==> src/sv/gdrm_pkg.sv <==
// Package: shared types, constants and helper functions of the jet matcher.
`default_nettype none
package gdrm_pkg;

    localparam int MAX_REFS_DEF = 32;

    localparam int ETA_W    = 10;
    localparam int PHI_W    = 10;
    localparam int PT_W     = 14;
    localparam int SCORE_W  = 10;
    localparam int OP_W     = 2;
    localparam int RADIUS_W = 16;
    localparam int TAGTH_W  = 10;
    localparam int BARREL_W = 9;
    localparam int CAT_W    = 2;
    localparam int BIN_W    = 3;
    localparam int MIDX_W   = 5;
    localparam int SQE_W    = 20;
    localparam int SQP_W    = 17;
    localparam int DIST_W   = 21;
    localparam int CFG_IDX_W  = 2;
    localparam int CFG_DATA_W = 16;
    localparam int S_DATA_W = 48;
    localparam int M_DATA_W = 40;
    localparam int REF_W    = ETA_W + PHI_W + PT_W;

    localparam int PHI_FULL = 628;
    localparam int PHI_HALF = 314;

    localparam logic [OP_W-1:0] OP_LOAD  = 2'd0;
    localparam logic [OP_W-1:0] OP_MATCH = 2'd1;
    localparam logic [OP_W-1:0] OP_CLEAR = 2'd2;

    localparam logic [CFG_IDX_W-1:0] CFG_RADIUS = 2'd0;
    localparam logic [CFG_IDX_W-1:0] CFG_TAGTH  = 2'd1;
    localparam logic [CFG_IDX_W-1:0] CFG_BARREL = 2'd2;

    localparam logic [RADIUS_W-1:0] RADIUS_RST = 16'd1600;
    localparam logic [TAGTH_W-1:0]  TAGTH_RST  = 10'd869;
    localparam logic [BARREL_W-1:0] BARREL_RST = 9'd130;

    localparam logic [CAT_W-1:0] CAT_TAG_BARREL   = 2'd0;
    localparam logic [CAT_W-1:0] CAT_TAG_ENDCAP   = 2'd1;
    localparam logic [CAT_W-1:0] CAT_LIGHT_BARREL = 2'd2;
    localparam logic [CAT_W-1:0] CAT_LIGHT_ENDCAP = 2'd3;

    localparam int NUM_EDGES = 8;
    localparam logic [BIN_W-1:0] BIN_NONE = 3'd7;

    typedef enum logic [1:0] {
        ST_IDLE,
        ST_SCAN,
        ST_DONE
    } state_t;

    typedef struct packed {
        logic valid;
        logic locked;
    } scan_tag_t;

    function automatic logic [PT_W-1:0] bin_edge(input int i);
        logic [PT_W-1:0] e;
        unique case (i)
            0:       e = 14'd120;
            1:       e = 14'd200;
            2:       e = 14'd280;
            3:       e = 14'd400;
            4:       e = 14'd560;
            5:       e = 14'd800;
            6:       e = 14'd1000;
            default: e = 14'd1200;
        endcase
        return e;
    endfunction

    function automatic logic [BIN_W-1:0] pt_bin_of(input logic [PT_W-1:0] pt);
        logic [BIN_W-1:0] b;
        b = BIN_NONE;
        for (int i = NUM_EDGES - 2; i >= 0; i--) begin
            if (pt > bin_edge(i) && pt <= bin_edge(i + 1)) begin
                b = BIN_W'(i);
            end
        end
        return b;
    endfunction

endpackage
`default_nettype wire

==> src/sv/gdrm_ram.sv <==
// Generic single-port-write, single-port-read RAM with registered read data.
`default_nettype none
module gdrm_ram #(
    parameter int WIDTH = 8,
    parameter int DEPTH = 32
) (
    input  wire logic                                  aclk,
    input  wire logic                                  we,
    input  wire logic [(DEPTH > 1 ? $clog2(DEPTH) : 1)-1:0] waddr,
    input  wire logic [WIDTH-1:0]                      wdata,
    input  wire logic [(DEPTH > 1 ? $clog2(DEPTH) : 1)-1:0] raddr,
    output logic      [WIDTH-1:0]                      rdata
);

    logic [WIDTH-1:0] mem [DEPTH];

    always_ff @(posedge aclk) begin
        if (we) begin
            mem[waddr] <= wdata;
        end
        rdata <= mem[raddr];
    end

endmodule
`default_nettype wire

==> src/sv/gdrm_dist.sv <==
// Two-stage squared delta-R pipeline with phi wrap.
`default_nettype none
module gdrm_dist #(
    parameter int ADDR_W = 5
) (
    input  wire logic                              aclk,
    input  wire logic                              aresetn,
    input  wire gdrm_pkg::scan_tag_t               in_tag,
    input  wire logic [ADDR_W-1:0]                 in_idx,
    input  wire logic signed [gdrm_pkg::ETA_W-1:0] ref_eta,
    input  wire logic signed [gdrm_pkg::PHI_W-1:0] ref_phi,
    input  wire logic [gdrm_pkg::PT_W-1:0]         ref_pt,
    input  wire logic signed [gdrm_pkg::ETA_W-1:0] item_eta,
    input  wire logic signed [gdrm_pkg::PHI_W-1:0] item_phi,
    output gdrm_pkg::scan_tag_t                    out_tag,
    output logic [ADDR_W-1:0]                      out_idx,
    output logic [gdrm_pkg::PT_W-1:0]              out_pt,
    output logic [gdrm_pkg::SQE_W-1:0]             out_sq_eta,
    output logic [gdrm_pkg::SQP_W-1:0]             out_sq_phi,
    output logic                                   busy
);

    gdrm_pkg::scan_tag_t                  tag_a_reg, tag_b_reg;
    logic [ADDR_W-1:0]                    idx_a_reg, idx_b_reg;
    logic [gdrm_pkg::PT_W-1:0]            pt_a_reg, pt_b_reg;
    logic signed [gdrm_pkg::ETA_W:0]      de_reg, de_next;
    logic signed [gdrm_pkg::PHI_W-1:0]    dp_reg, dp_next;
    logic [gdrm_pkg::SQE_W-1:0]           sqe_reg, sqe_next;
    logic [gdrm_pkg::SQP_W-1:0]           sqp_reg, sqp_next;
    logic signed [11:0]                   dp_raw, dp_wrap;
    logic signed [21:0]                   prod_e;
    logic signed [19:0]                   prod_p;

    always_comb begin
        de_next = {item_eta[gdrm_pkg::ETA_W-1], item_eta} - {ref_eta[gdrm_pkg::ETA_W-1], ref_eta};
        dp_raw  = {{2{item_phi[gdrm_pkg::PHI_W-1]}}, item_phi}
                - {{2{ref_phi[gdrm_pkg::PHI_W-1]}}, ref_phi};
        priority if (dp_raw > 12'(3 * gdrm_pkg::PHI_HALF)) begin
            dp_wrap = dp_raw - 12'(2 * gdrm_pkg::PHI_FULL);
        end else if (dp_raw > 12'(gdrm_pkg::PHI_HALF)) begin
            dp_wrap = dp_raw - 12'(gdrm_pkg::PHI_FULL);
        end else if (dp_raw < -12'(3 * gdrm_pkg::PHI_HALF)) begin
            dp_wrap = dp_raw + 12'(2 * gdrm_pkg::PHI_FULL);
        end else if (dp_raw < -12'(gdrm_pkg::PHI_HALF)) begin
            dp_wrap = dp_raw + 12'(gdrm_pkg::PHI_FULL);
        end else begin
            dp_wrap = dp_raw;
        end
        dp_next = dp_wrap[gdrm_pkg::PHI_W-1:0];
    end

    always_comb begin
        prod_e   = de_reg * de_reg;
        prod_p   = dp_reg * dp_reg;
        sqe_next = prod_e[gdrm_pkg::SQE_W-1:0];
        sqp_next = prod_p[gdrm_pkg::SQP_W-1:0];
    end

    always_ff @(posedge aclk) begin
        if (!aresetn) begin
            tag_a_reg <= '0;
            tag_b_reg <= '0;
        end else begin
            tag_a_reg <= in_tag;
            tag_b_reg <= tag_a_reg;
        end
        idx_a_reg <= in_idx;
        idx_b_reg <= idx_a_reg;
        pt_a_reg  <= ref_pt;
        pt_b_reg  <= pt_a_reg;
        de_reg    <= de_next;
        dp_reg    <= dp_next;
        sqe_reg   <= sqe_next;
        sqp_reg   <= sqp_next;
    end

    assign out_tag    = tag_b_reg;
    assign out_idx    = idx_b_reg;
    assign out_pt     = pt_b_reg;
    assign out_sq_eta = sqe_reg;
    assign out_sq_phi = sqp_reg;
    assign busy       = tag_a_reg.valid;

endmodule
`default_nettype wire

==> src/sv/greedy_delta_r_jet_matcher_core.sv <==
// Top level: greedy delta-R jet matcher with reference store, scan and result word.
// Words are accepted only in idle. Load and clear words update the store when accepted;
// a match word starts a scan of the stored references, and the result word is registered
// once the output is free; the next word is taken only after the result is registered.
// The scan is paced by the single read port of the reference RAM, one entry a cycle.
// Active-low sync reset clears count, lock bits, valid flags, state; presets config.
`default_nettype none
module greedy_delta_r_jet_matcher_core #(
    parameter int MAX_REFS = gdrm_pkg::MAX_REFS_DEF
) (
    input  wire logic                                aclk,
    input  wire logic                                aresetn,
    input  wire logic                                s_tvalid,
    output logic                                     s_tready,
    // eta[9:0], phi[19:10], pt[33:20], tag_score[43:34], zero pad
    input  wire logic [gdrm_pkg::S_DATA_W-1:0]       s_tdata,
    // operation[1:0]
    input  wire logic [gdrm_pkg::OP_W-1:0]           s_tuser,
    output logic                                     m_tvalid,
    input  wire logic                                m_tready,
    // matched[0], match_index[5:1], reference_pt[19:6], reco_pt[33:20],
    // category[35:34], pt_bin[38:36], zero pad
    output logic [gdrm_pkg::M_DATA_W-1:0]            m_tdata,
    input  wire logic                                cfg_valid,
    output logic                                     cfg_ready,
    input  wire logic [gdrm_pkg::CFG_IDX_W-1:0]      cfg_index,
    input  wire logic [gdrm_pkg::CFG_DATA_W-1:0]     cfg_data
);

    localparam int ADDR_W = MAX_REFS > 1 ? $clog2(MAX_REFS) : 1;
    localparam int CNT_W  = $clog2(MAX_REFS + 1);

    gdrm_pkg::state_t state_reg, state_next;

    logic [gdrm_pkg::RADIUS_W-1:0] radius_reg;
    logic [gdrm_pkg::TAGTH_W-1:0]  tagth_reg;
    logic [gdrm_pkg::BARREL_W-1:0] barrel_reg;

    logic [CNT_W-1:0]    count_reg, count_next;
    logic [MAX_REFS-1:0] locked_reg, locked_next;
    logic [CNT_W-1:0]    issue_reg, issue_next;
    logic                v1_reg;
    logic [ADDR_W-1:0]   idx1_reg;

    logic signed [gdrm_pkg::ETA_W-1:0] item_eta_reg;
    logic signed [gdrm_pkg::PHI_W-1:0] item_phi_reg;
    logic [gdrm_pkg::PT_W-1:0]         item_pt_reg;
    logic [gdrm_pkg::CAT_W-1:0]        cat_reg;
    logic [gdrm_pkg::BIN_W-1:0]        bin_reg;

    logic                         found_reg, found_next;
    logic [ADDR_W-1:0]            best_idx_reg, best_idx_next;
    logic [gdrm_pkg::DIST_W-1:0]  best_d_reg, best_d_next;
    logic [gdrm_pkg::PT_W-1:0]    best_pt_reg, best_pt_next;

    logic                          m_tvalid_reg, m_tvalid_next;
    logic [gdrm_pkg::M_DATA_W-1:0] m_tdata_reg;

    logic [gdrm_pkg::OP_W-1:0]         in_op;
    logic signed [gdrm_pkg::ETA_W-1:0] in_eta;
    logic signed [gdrm_pkg::PHI_W-1:0] in_phi;
    logic [gdrm_pkg::PT_W-1:0]         in_pt;
    logic [gdrm_pkg::SCORE_W-1:0]      in_score;
    logic [gdrm_pkg::ETA_W-1:0]        abs_eta;
    logic [gdrm_pkg::CAT_W-1:0]        cat_next;

    logic                          accept, do_load, do_match, do_clear;
    logic                          issue_en, scan_done, out_load;
    logic                          ram_we;
    logic [ADDR_W-1:0]             wr_addr;
    logic [gdrm_pkg::REF_W-1:0]    ram_wdata, ram_rdata;

    gdrm_pkg::scan_tag_t           tag1, tag3;
    logic [ADDR_W-1:0]             idx3;
    logic [gdrm_pkg::PT_W-1:0]     pt3;
    logic [gdrm_pkg::SQE_W-1:0]    sq_eta3;
    logic [gdrm_pkg::SQP_W-1:0]    sq_phi3;
    logic [gdrm_pkg::DIST_W-1:0]   dist3;
    logic                          dist_busy;
    logic [ADDR_W+gdrm_pkg::MIDX_W-1:0] midx_ext;
    logic [gdrm_pkg::M_DATA_W-1:0] out_word;

    // input word unpacking
    assign in_op    = s_tuser;
    assign in_eta   = s_tdata[9:0];
    assign in_phi   = s_tdata[19:10];
    assign in_pt    = s_tdata[33:20];
    assign in_score = s_tdata[43:34];

    assign accept   = s_tvalid && s_tready;
    assign do_load  = accept && (in_op == gdrm_pkg::OP_LOAD);
    assign do_match = accept && (in_op == gdrm_pkg::OP_MATCH);
    assign do_clear = accept && (in_op == gdrm_pkg::OP_CLEAR);

    assign abs_eta = in_eta[gdrm_pkg::ETA_W-1] ? gdrm_pkg::ETA_W'(-in_eta) : in_eta;

    always_comb begin
        if (in_score > tagth_reg) begin
            cat_next = (abs_eta < {1'b0, barrel_reg}) ? gdrm_pkg::CAT_TAG_BARREL
                                                     : gdrm_pkg::CAT_TAG_ENDCAP;
        end else begin
            cat_next = (abs_eta < {1'b0, barrel_reg}) ? gdrm_pkg::CAT_LIGHT_BARREL
                                                     : gdrm_pkg::CAT_LIGHT_ENDCAP;
        end
    end

    // reference store
    assign ram_we    = do_load && (count_reg < CNT_W'(MAX_REFS));
    assign wr_addr   = count_reg[ADDR_W-1:0];
    assign ram_wdata = {in_pt, in_phi, in_eta};

    gdrm_ram #(
        .WIDTH (gdrm_pkg::REF_W),
        .DEPTH (MAX_REFS)
    ) u_ref_ram (
        .aclk  (aclk),
        .we    (ram_we),
        .waddr (wr_addr),
        .wdata (ram_wdata),
        .raddr (issue_reg[ADDR_W-1:0]),
        .rdata (ram_rdata)
    );

    assign tag1.valid  = v1_reg;
    assign tag1.locked = locked_reg[idx1_reg];

    gdrm_dist #(
        .ADDR_W (ADDR_W)
    ) u_dist (
        .aclk       (aclk),
        .aresetn    (aresetn),
        .in_tag     (tag1),
        .in_idx     (idx1_reg),
        .ref_eta    (ram_rdata[9:0]),
        .ref_phi    (ram_rdata[19:10]),
        .ref_pt     (ram_rdata[33:20]),
        .item_eta   (item_eta_reg),
        .item_phi   (item_phi_reg),
        .out_tag    (tag3),
        .out_idx    (idx3),
        .out_pt     (pt3),
        .out_sq_eta (sq_eta3),
        .out_sq_phi (sq_phi3),
        .busy       (dist_busy)
    );

    assign dist3 = {1'b0, sq_eta3} + {{(gdrm_pkg::DIST_W - gdrm_pkg::SQP_W){1'b0}}, sq_phi3};

    // best-candidate tracking
    always_comb begin
        found_next    = found_reg;
        best_idx_next = best_idx_reg;
        best_d_next   = best_d_reg;
        best_pt_next  = best_pt_reg;
        if (do_match) begin
            found_next    = 1'b0;
            best_idx_next = '0;
            best_d_next   = '0;
            best_pt_next  = '0;
        end else if (tag3.valid && !tag3.locked
                     && dist3 < {{(gdrm_pkg::DIST_W - gdrm_pkg::RADIUS_W){1'b0}}, radius_reg}
                     && (!found_reg || dist3 < best_d_reg)) begin
            found_next    = 1'b1;
            best_idx_next = idx3;
            best_d_next   = dist3;
            best_pt_next  = pt3;
        end
    end

    assign scan_done = (issue_reg >= count_reg) && !v1_reg && !dist_busy && !tag3.valid;

    // next state
    always_comb begin
        state_next = state_reg;
        unique case (state_reg)
            gdrm_pkg::ST_IDLE: if (do_match) state_next = gdrm_pkg::ST_SCAN;
            gdrm_pkg::ST_SCAN: if (scan_done) state_next = gdrm_pkg::ST_DONE;
            gdrm_pkg::ST_DONE: if (out_load) state_next = gdrm_pkg::ST_IDLE;
            default:           state_next = gdrm_pkg::ST_IDLE;
        endcase
    end

    // state outputs
    always_comb begin
        s_tready = 1'b0;
        issue_en = 1'b0;
        out_load = 1'b0;
        unique case (state_reg)
            gdrm_pkg::ST_IDLE: s_tready = 1'b1;
            gdrm_pkg::ST_SCAN: issue_en = (issue_reg < count_reg);
            gdrm_pkg::ST_DONE: out_load = !m_tvalid_reg || m_tready;
            default: ;
        endcase
    end

    always_comb begin
        issue_next = issue_reg;
        if (do_match) begin
            issue_next = '0;
        end else if (issue_en) begin
            issue_next = issue_reg + 1'b1;
        end
    end

    always_comb begin
        count_next  = count_reg;
        locked_next = locked_reg;
        if (do_clear) begin
            count_next  = '0;
            locked_next = '0;
        end else if (ram_we) begin
            count_next           = count_reg + 1'b1;
            locked_next[wr_addr] = 1'b0;
        end else if (out_load && found_reg) begin
            locked_next[best_idx_reg] = 1'b1;
        end
    end

    assign midx_ext = {{gdrm_pkg::MIDX_W{1'b0}}, best_idx_reg};

    always_comb begin
        out_word        = '0;
        out_word[0]     = found_reg;
        out_word[5:1]   = midx_ext[gdrm_pkg::MIDX_W-1:0];
        out_word[19:6]  = best_pt_reg;
        out_word[33:20] = item_pt_reg;
        out_word[35:34] = cat_reg;
        out_word[38:36] = bin_reg;
    end

    always_comb begin
        m_tvalid_next = m_tvalid_reg && !m_tready;
        if (out_load) begin
            m_tvalid_next = 1'b1;
        end
    end

    always_ff @(posedge aclk) begin
        if (!aresetn) begin
            state_reg    <= gdrm_pkg::ST_IDLE;
            radius_reg   <= gdrm_pkg::RADIUS_RST;
            tagth_reg    <= gdrm_pkg::TAGTH_RST;
            barrel_reg   <= gdrm_pkg::BARREL_RST;
            count_reg    <= '0;
            locked_reg   <= '0;
            issue_reg    <= '0;
            v1_reg       <= 1'b0;
            found_reg    <= 1'b0;
            m_tvalid_reg <= 1'b0;
        end else begin
            state_reg    <= state_next;
            count_reg    <= count_next;
            locked_reg   <= locked_next;
            issue_reg    <= issue_next;
            v1_reg       <= issue_en;
            found_reg    <= found_next;
            m_tvalid_reg <= m_tvalid_next;
            if (cfg_valid && cfg_ready) begin
                unique case (cfg_index)
                    gdrm_pkg::CFG_RADIUS: radius_reg <= cfg_data;
                    gdrm_pkg::CFG_TAGTH:  tagth_reg  <= cfg_data[gdrm_pkg::TAGTH_W-1:0];
                    gdrm_pkg::CFG_BARREL: barrel_reg <= cfg_data[gdrm_pkg::BARREL_W-1:0];
                    default: ;
                endcase
            end
        end
    end

    always_ff @(posedge aclk) begin
        idx1_reg     <= issue_reg[ADDR_W-1:0];
        best_idx_reg <= best_idx_next;
        best_d_reg   <= best_d_next;
        best_pt_reg  <= best_pt_next;
        if (do_match) begin
            item_eta_reg <= in_eta;
            item_phi_reg <= in_phi;
            item_pt_reg  <= in_pt;
            cat_reg      <= cat_next;
            bin_reg      <= gdrm_pkg::pt_bin_of(in_pt);
        end
        if (out_load) begin
            m_tdata_reg <= out_word;
        end
    end

    assign m_tvalid  = m_tvalid_reg;
    assign m_tdata   = m_tdata_reg;
    assign cfg_ready = 1'b1;

endmodule
`default_nettype wire

==> config.mk <==
export PLATFORM = sky130hd
export DESIGN_NAME = greedy_delta_r_jet_matcher_core
export DESIGN_NICKNAME = d
export VERILOG_FILES = /design/src/sv/gdrm_pkg.sv /design/src/sv/gdrm_ram.sv /design/src/sv/gdrm_dist.sv /design/src/sv/greedy_delta_r_jet_matcher_core.sv
export SDC_FILE = /design/constraint.sdc
export NUM_CORES = 2
export LEC_CHECK = 0
export BUFFER_PORTS_ARGS = -buffer_cell sky130_fd_sc_hd__buf_4
export CORE_ASPECT_RATIO = 1.75
export CORE_MARGIN = 1.5
export CORE_UTILIZATION = 60
export DETAILED_ROUTE_END_ITERATION = 10
export MAX_ROUTING_LAYER = met4
export PLACE_DENSITY = 0.88
export SKIP_CTS_REPAIR_TIMING = 1
export SYNTH_ARGS = -nofsm -noshare
export SYNTH_HDL_FRONTEND = slang
export SYNTH_SLANG_ARGS = --single-unit
export TNS_END_PERCENT = 20
==> constraint.sdc <==
create_clock -name aclk -period 6.6 [get_ports aclk]
set_clock_uncertainty 0.05 [all_clocks]
set_input_delay 0.33 -clock aclk [delete_from_list [all_inputs] [get_ports aclk]]
set_output_delay 0.33 -clock aclk [all_outputs]
set_load 0.02 [all_outputs]
==> run_results.csv <==
group,metric,value,unit
critical_path,setup.worst_path.end_class,"flop",
hold_path,hold_path_depth,4,
global_routing,first_global_vias,36700,
yosys,avgSynthCellArea,16.8,um^2
sta,setup_tns,0,ns
drt,drc,0,
status,violations,"negative hold slack",
floorplan,io_pins,116,
floorplan,die_area,106000,um^2
yosys,ys_seq_area_share,64.6,%
yosys,yosysUniqueCellTypes,83,
yosys,synth-compound-area-share,3.22,%
global_routing,grt.overflow.total,0,
pwr,peakVddDrop,1.02,mV
global_routing,antenna_found_initial,3,
clocking,cts_tree,"built",
placement,dp.final_hpwl,90400,um
hold_path,min_to,"radius_reg[5]",
drt,via_per_inst,6.67,
critical_path,rrSetupSlack,0.52,ns
drt,vias,35800,
floorplan,initial_utilization,60.5,%
sta,finalCritPeriodShare,92.1,%
hold_path,hp-start,"cfg_index[1]",
sta,hold_violations,68,
drt,drt_wl_total,164000,um
clocking,h-tree-depth,3,
sta,slew_viol_final,0,
drt,dr.pass1.iters,6,
floorplan,core_area,103000,um^2
sta,hold_ws,-0.0301,ns
finish,finalNetCount,4345,
yosys,synthMuxAreaShare,14.1,%
drt,final_antenna_net_count,0,
yosys,ys_ff_latch,1427,
critical_path,crit_type,"flop to flop",
yosys,async_reset_ff_share,0,%
sta,finalSetupViolCount,0,
yosys,synth_fp_nets,4148,
drt,wl_per_cell,30.6,um
finish,layout_common_cells,"edfxtp_1, inv_1, mux4_2",
sta,rsz0062_at_grt,"false",
yosys,synth_simple_gate_area_share,4.45,%
sta,fmax,165,MHz
critical_path,reg2regPathDepth,21,
yosys,postSynthCellCount,3719,
clocking,cts_sinks,1427,
pwr,powerDensity,433,nW/um^2
yosys,synth_top_family_by_area,"multiplexers",
critical_path,r2r-end,"u_dist.out_sq_eta[19]",
global_routing,grt_use_total,32.5,%
critical_path,crit_required,7.24,ns
finish,layout_commonest_cell,"edfxtp_1",
clocking,cts-root-buf,"clkbuf_16",
critical_path,crit_path_start_kind,"flop",
global_routing,grt_max_degree,143,
sta,finalCriticalPeriod,6.08,ns
finish,drive_gt1_share,19.9,%
run,drv_cap,0,
clocking,clk_pin_slew,0.08,ns
yosys,synth_xor_area_share,1.34,%
sta,worstMarginPinSlew,1.42,ns
yosys,synth_fa_ha_area_share,9.10,%
floorplan,die_h,429,um
sta,maxSlewHeadroom,5.38,%
critical_path,cp_max_fo,9,
clocking,numCtsBuffers,115,
critical_path,r2r-start,"u_dist.de_reg[4]",
clocking,clk_latency,0.75,ns
yosys,synth_flop_cell,"edfxtp_1",
yosys,yosysWarnings,0,
clocking,clockBufferDepth,3,
critical_path,critPathArrivalTime,6.71,ns
finish,largest_reg_flops,1088,
hold_path,worstHoldPathType,"input pin to flop",
status,outcome,"complete, but fails checks",
global_routing,grt_pass1_wl,239000,um
finish,area_growth,11.5,%
placement,port_buffers,109,
yosys,synth_edf_count,1166,
drt,drt_iter0_drc,4646,
yosys,syn_area,62300,um^2
pwr,power.total,30.1,mW
pwr,p_leak,24.4,nW
placement,gp_congestion,0.866,
floorplan,die_w,247,um
floorplan,rows,156,
==> through the flow <==
stage / cells / setup WS, ns / hold WS, ns / area, um^2 / util [%]
finish: 5363 / 0.523 / -0.0301 / 69500 / 67.4
global route: 5363 / 0.310 / 0.000304 / 69500 / 67.4
CTS: 5315 / 0.624 / -0.255 / 69000 / 67.0
detailed placement: 5097 / 0.662 / 0.262 / 65000 / 63.1
global placement: 5097 / 0.770 / 0.260 / 65000 / 63.1
floorplan: 3719 / 1.28 / 0.260 / 62300 / -
==> worst max-delay path by stage <==
| stage | end | start | slack [ns] | cells past startpoint |
|---|---|---|---|---|
| finish | u_dist.out_sq_eta[19] | u_dist.de_reg[4] | 0.52 | 21 |
| floorplan | u_dist.out_sq_eta[19] | u_dist.de_reg[4] | 1.28 | 22 |
| detailed placement | u_dist.out_sq_eta[19] | u_dist.de_reg[4] | 0.66 | 21 |
| global route | u_dist.out_sq_eta[19] | u_dist.de_reg[4] | 0.31 | 21 |
| global placement | u_dist.out_sq_eta[19] | u_dist.de_reg[4] | 0.77 | 21 |
| CTS | u_dist.out_sq_eta[19] | u_dist.de_reg[4] | 0.62 | 21 |
==> cells in the mapped netlist, drive strengths merged (7+ instances only) <==
master / number / area (um^2)
a211oi: 10 / 75.1
nor4: 7 / 50.1
nor2b: 37 / 231
a31oi: 9 / 62.6
buf: 36 / 211
xor2: 23 / 201
nand2b: 21 / 131
dfxtp: 261 / 5230
nand4: 11 / 68.8
nor3b: 10 / 75.1
o21ai: 85 / 425
o21a: 12 / 90.1
a21o: 21 / 158
fa: 162 / 3240
nor2: 164 / 616
o211ai: 11 / 82.6
nand2: 187 / 702
and3: 14 / 87.6
nor3: 24 / 120
o31ai: 7 / 52.6
or3: 8 / 55.1
edfxtp: 1166 / 35000
clkbuf: 96 / 360
mux2i: 52 / 521
inv: 375 / 1410
xnor2: 72 / 631
mux4: 350 / 7880
a21oi: 82 / 410
mux2: 36 / 405
o21bai: 7 / 52.6
ha: 194 / 2430
a21boi: 22 / 165
and2: 53 / 334
nand3: 23 / 115
==> worst max-delay path, stage by stage (launching register included) <==
cell	delay (ns)
dfxtp_1	0.57
inv_1	0.22
nor2_1	0.21
inv_1	0.08
fa_1	0.49
fa_1	0.44
fa_1	0.54
inv_1	0.05
fa_1	0.53
inv_1	0.06
fa_1	0.53
inv_1	0.04
ha_1	0.37
and2_1	0.19
o21ai_0	0.25
o311ai_0	0.27
a31oi_1	0.38
nor2b_1	0.09
o21ai_0	0.15
nand2_1	0.11
o31ai_1	0.25
xnor2_1	0.15
==> kinds of logic after synthesis <==
group	Yosys count
other	2
flip-flops	1427
AO/OA/AOI/OAI	311
adder cells (fa/ha/maj)	356
buffers and inverters	508
AND/OR/NAND/NOR	582
XOR/XNOR	95
multiplexers	438
==> layer usage <==
metal / up-vias / global-route usage (%) / part of all wire, %
met5: - / - / 0
met4: 0 / 19.3 / 7.2
met1: 18100 / 36.7 / 32
li1: 14300 / - / -
met3: 693 / 5.39 / 9.4
met2: 2722 / 54.2 / 52
==> where the power goes <==
part | switching (mW) | internal (mW) | total (mW) | leakage [nW]
combinational | 6.89 | 5.53 | 12.4 | 9.84
sequential | 0.166 | 10.1 | 10.3 | 12.6
clock | 3.34 | 4.05 | 7.39 | 1.95
total | 10.4 | 19.7 | 30.1 | 24.4
==> area by class of cell <==
type	instances	area [um^2]
Antenna cell	3	7.51
Clock buffer	152	3260
Clock inverter	66	773
Fill cell	6140	33600
Inverter	376	1410
Multi-Input combinational cell	1784	20400
Sequential cell	1427	40300
Tap cell	1343	1680
Timing Repair Buffer	212	1750
(Power assumes the default switching activity.)
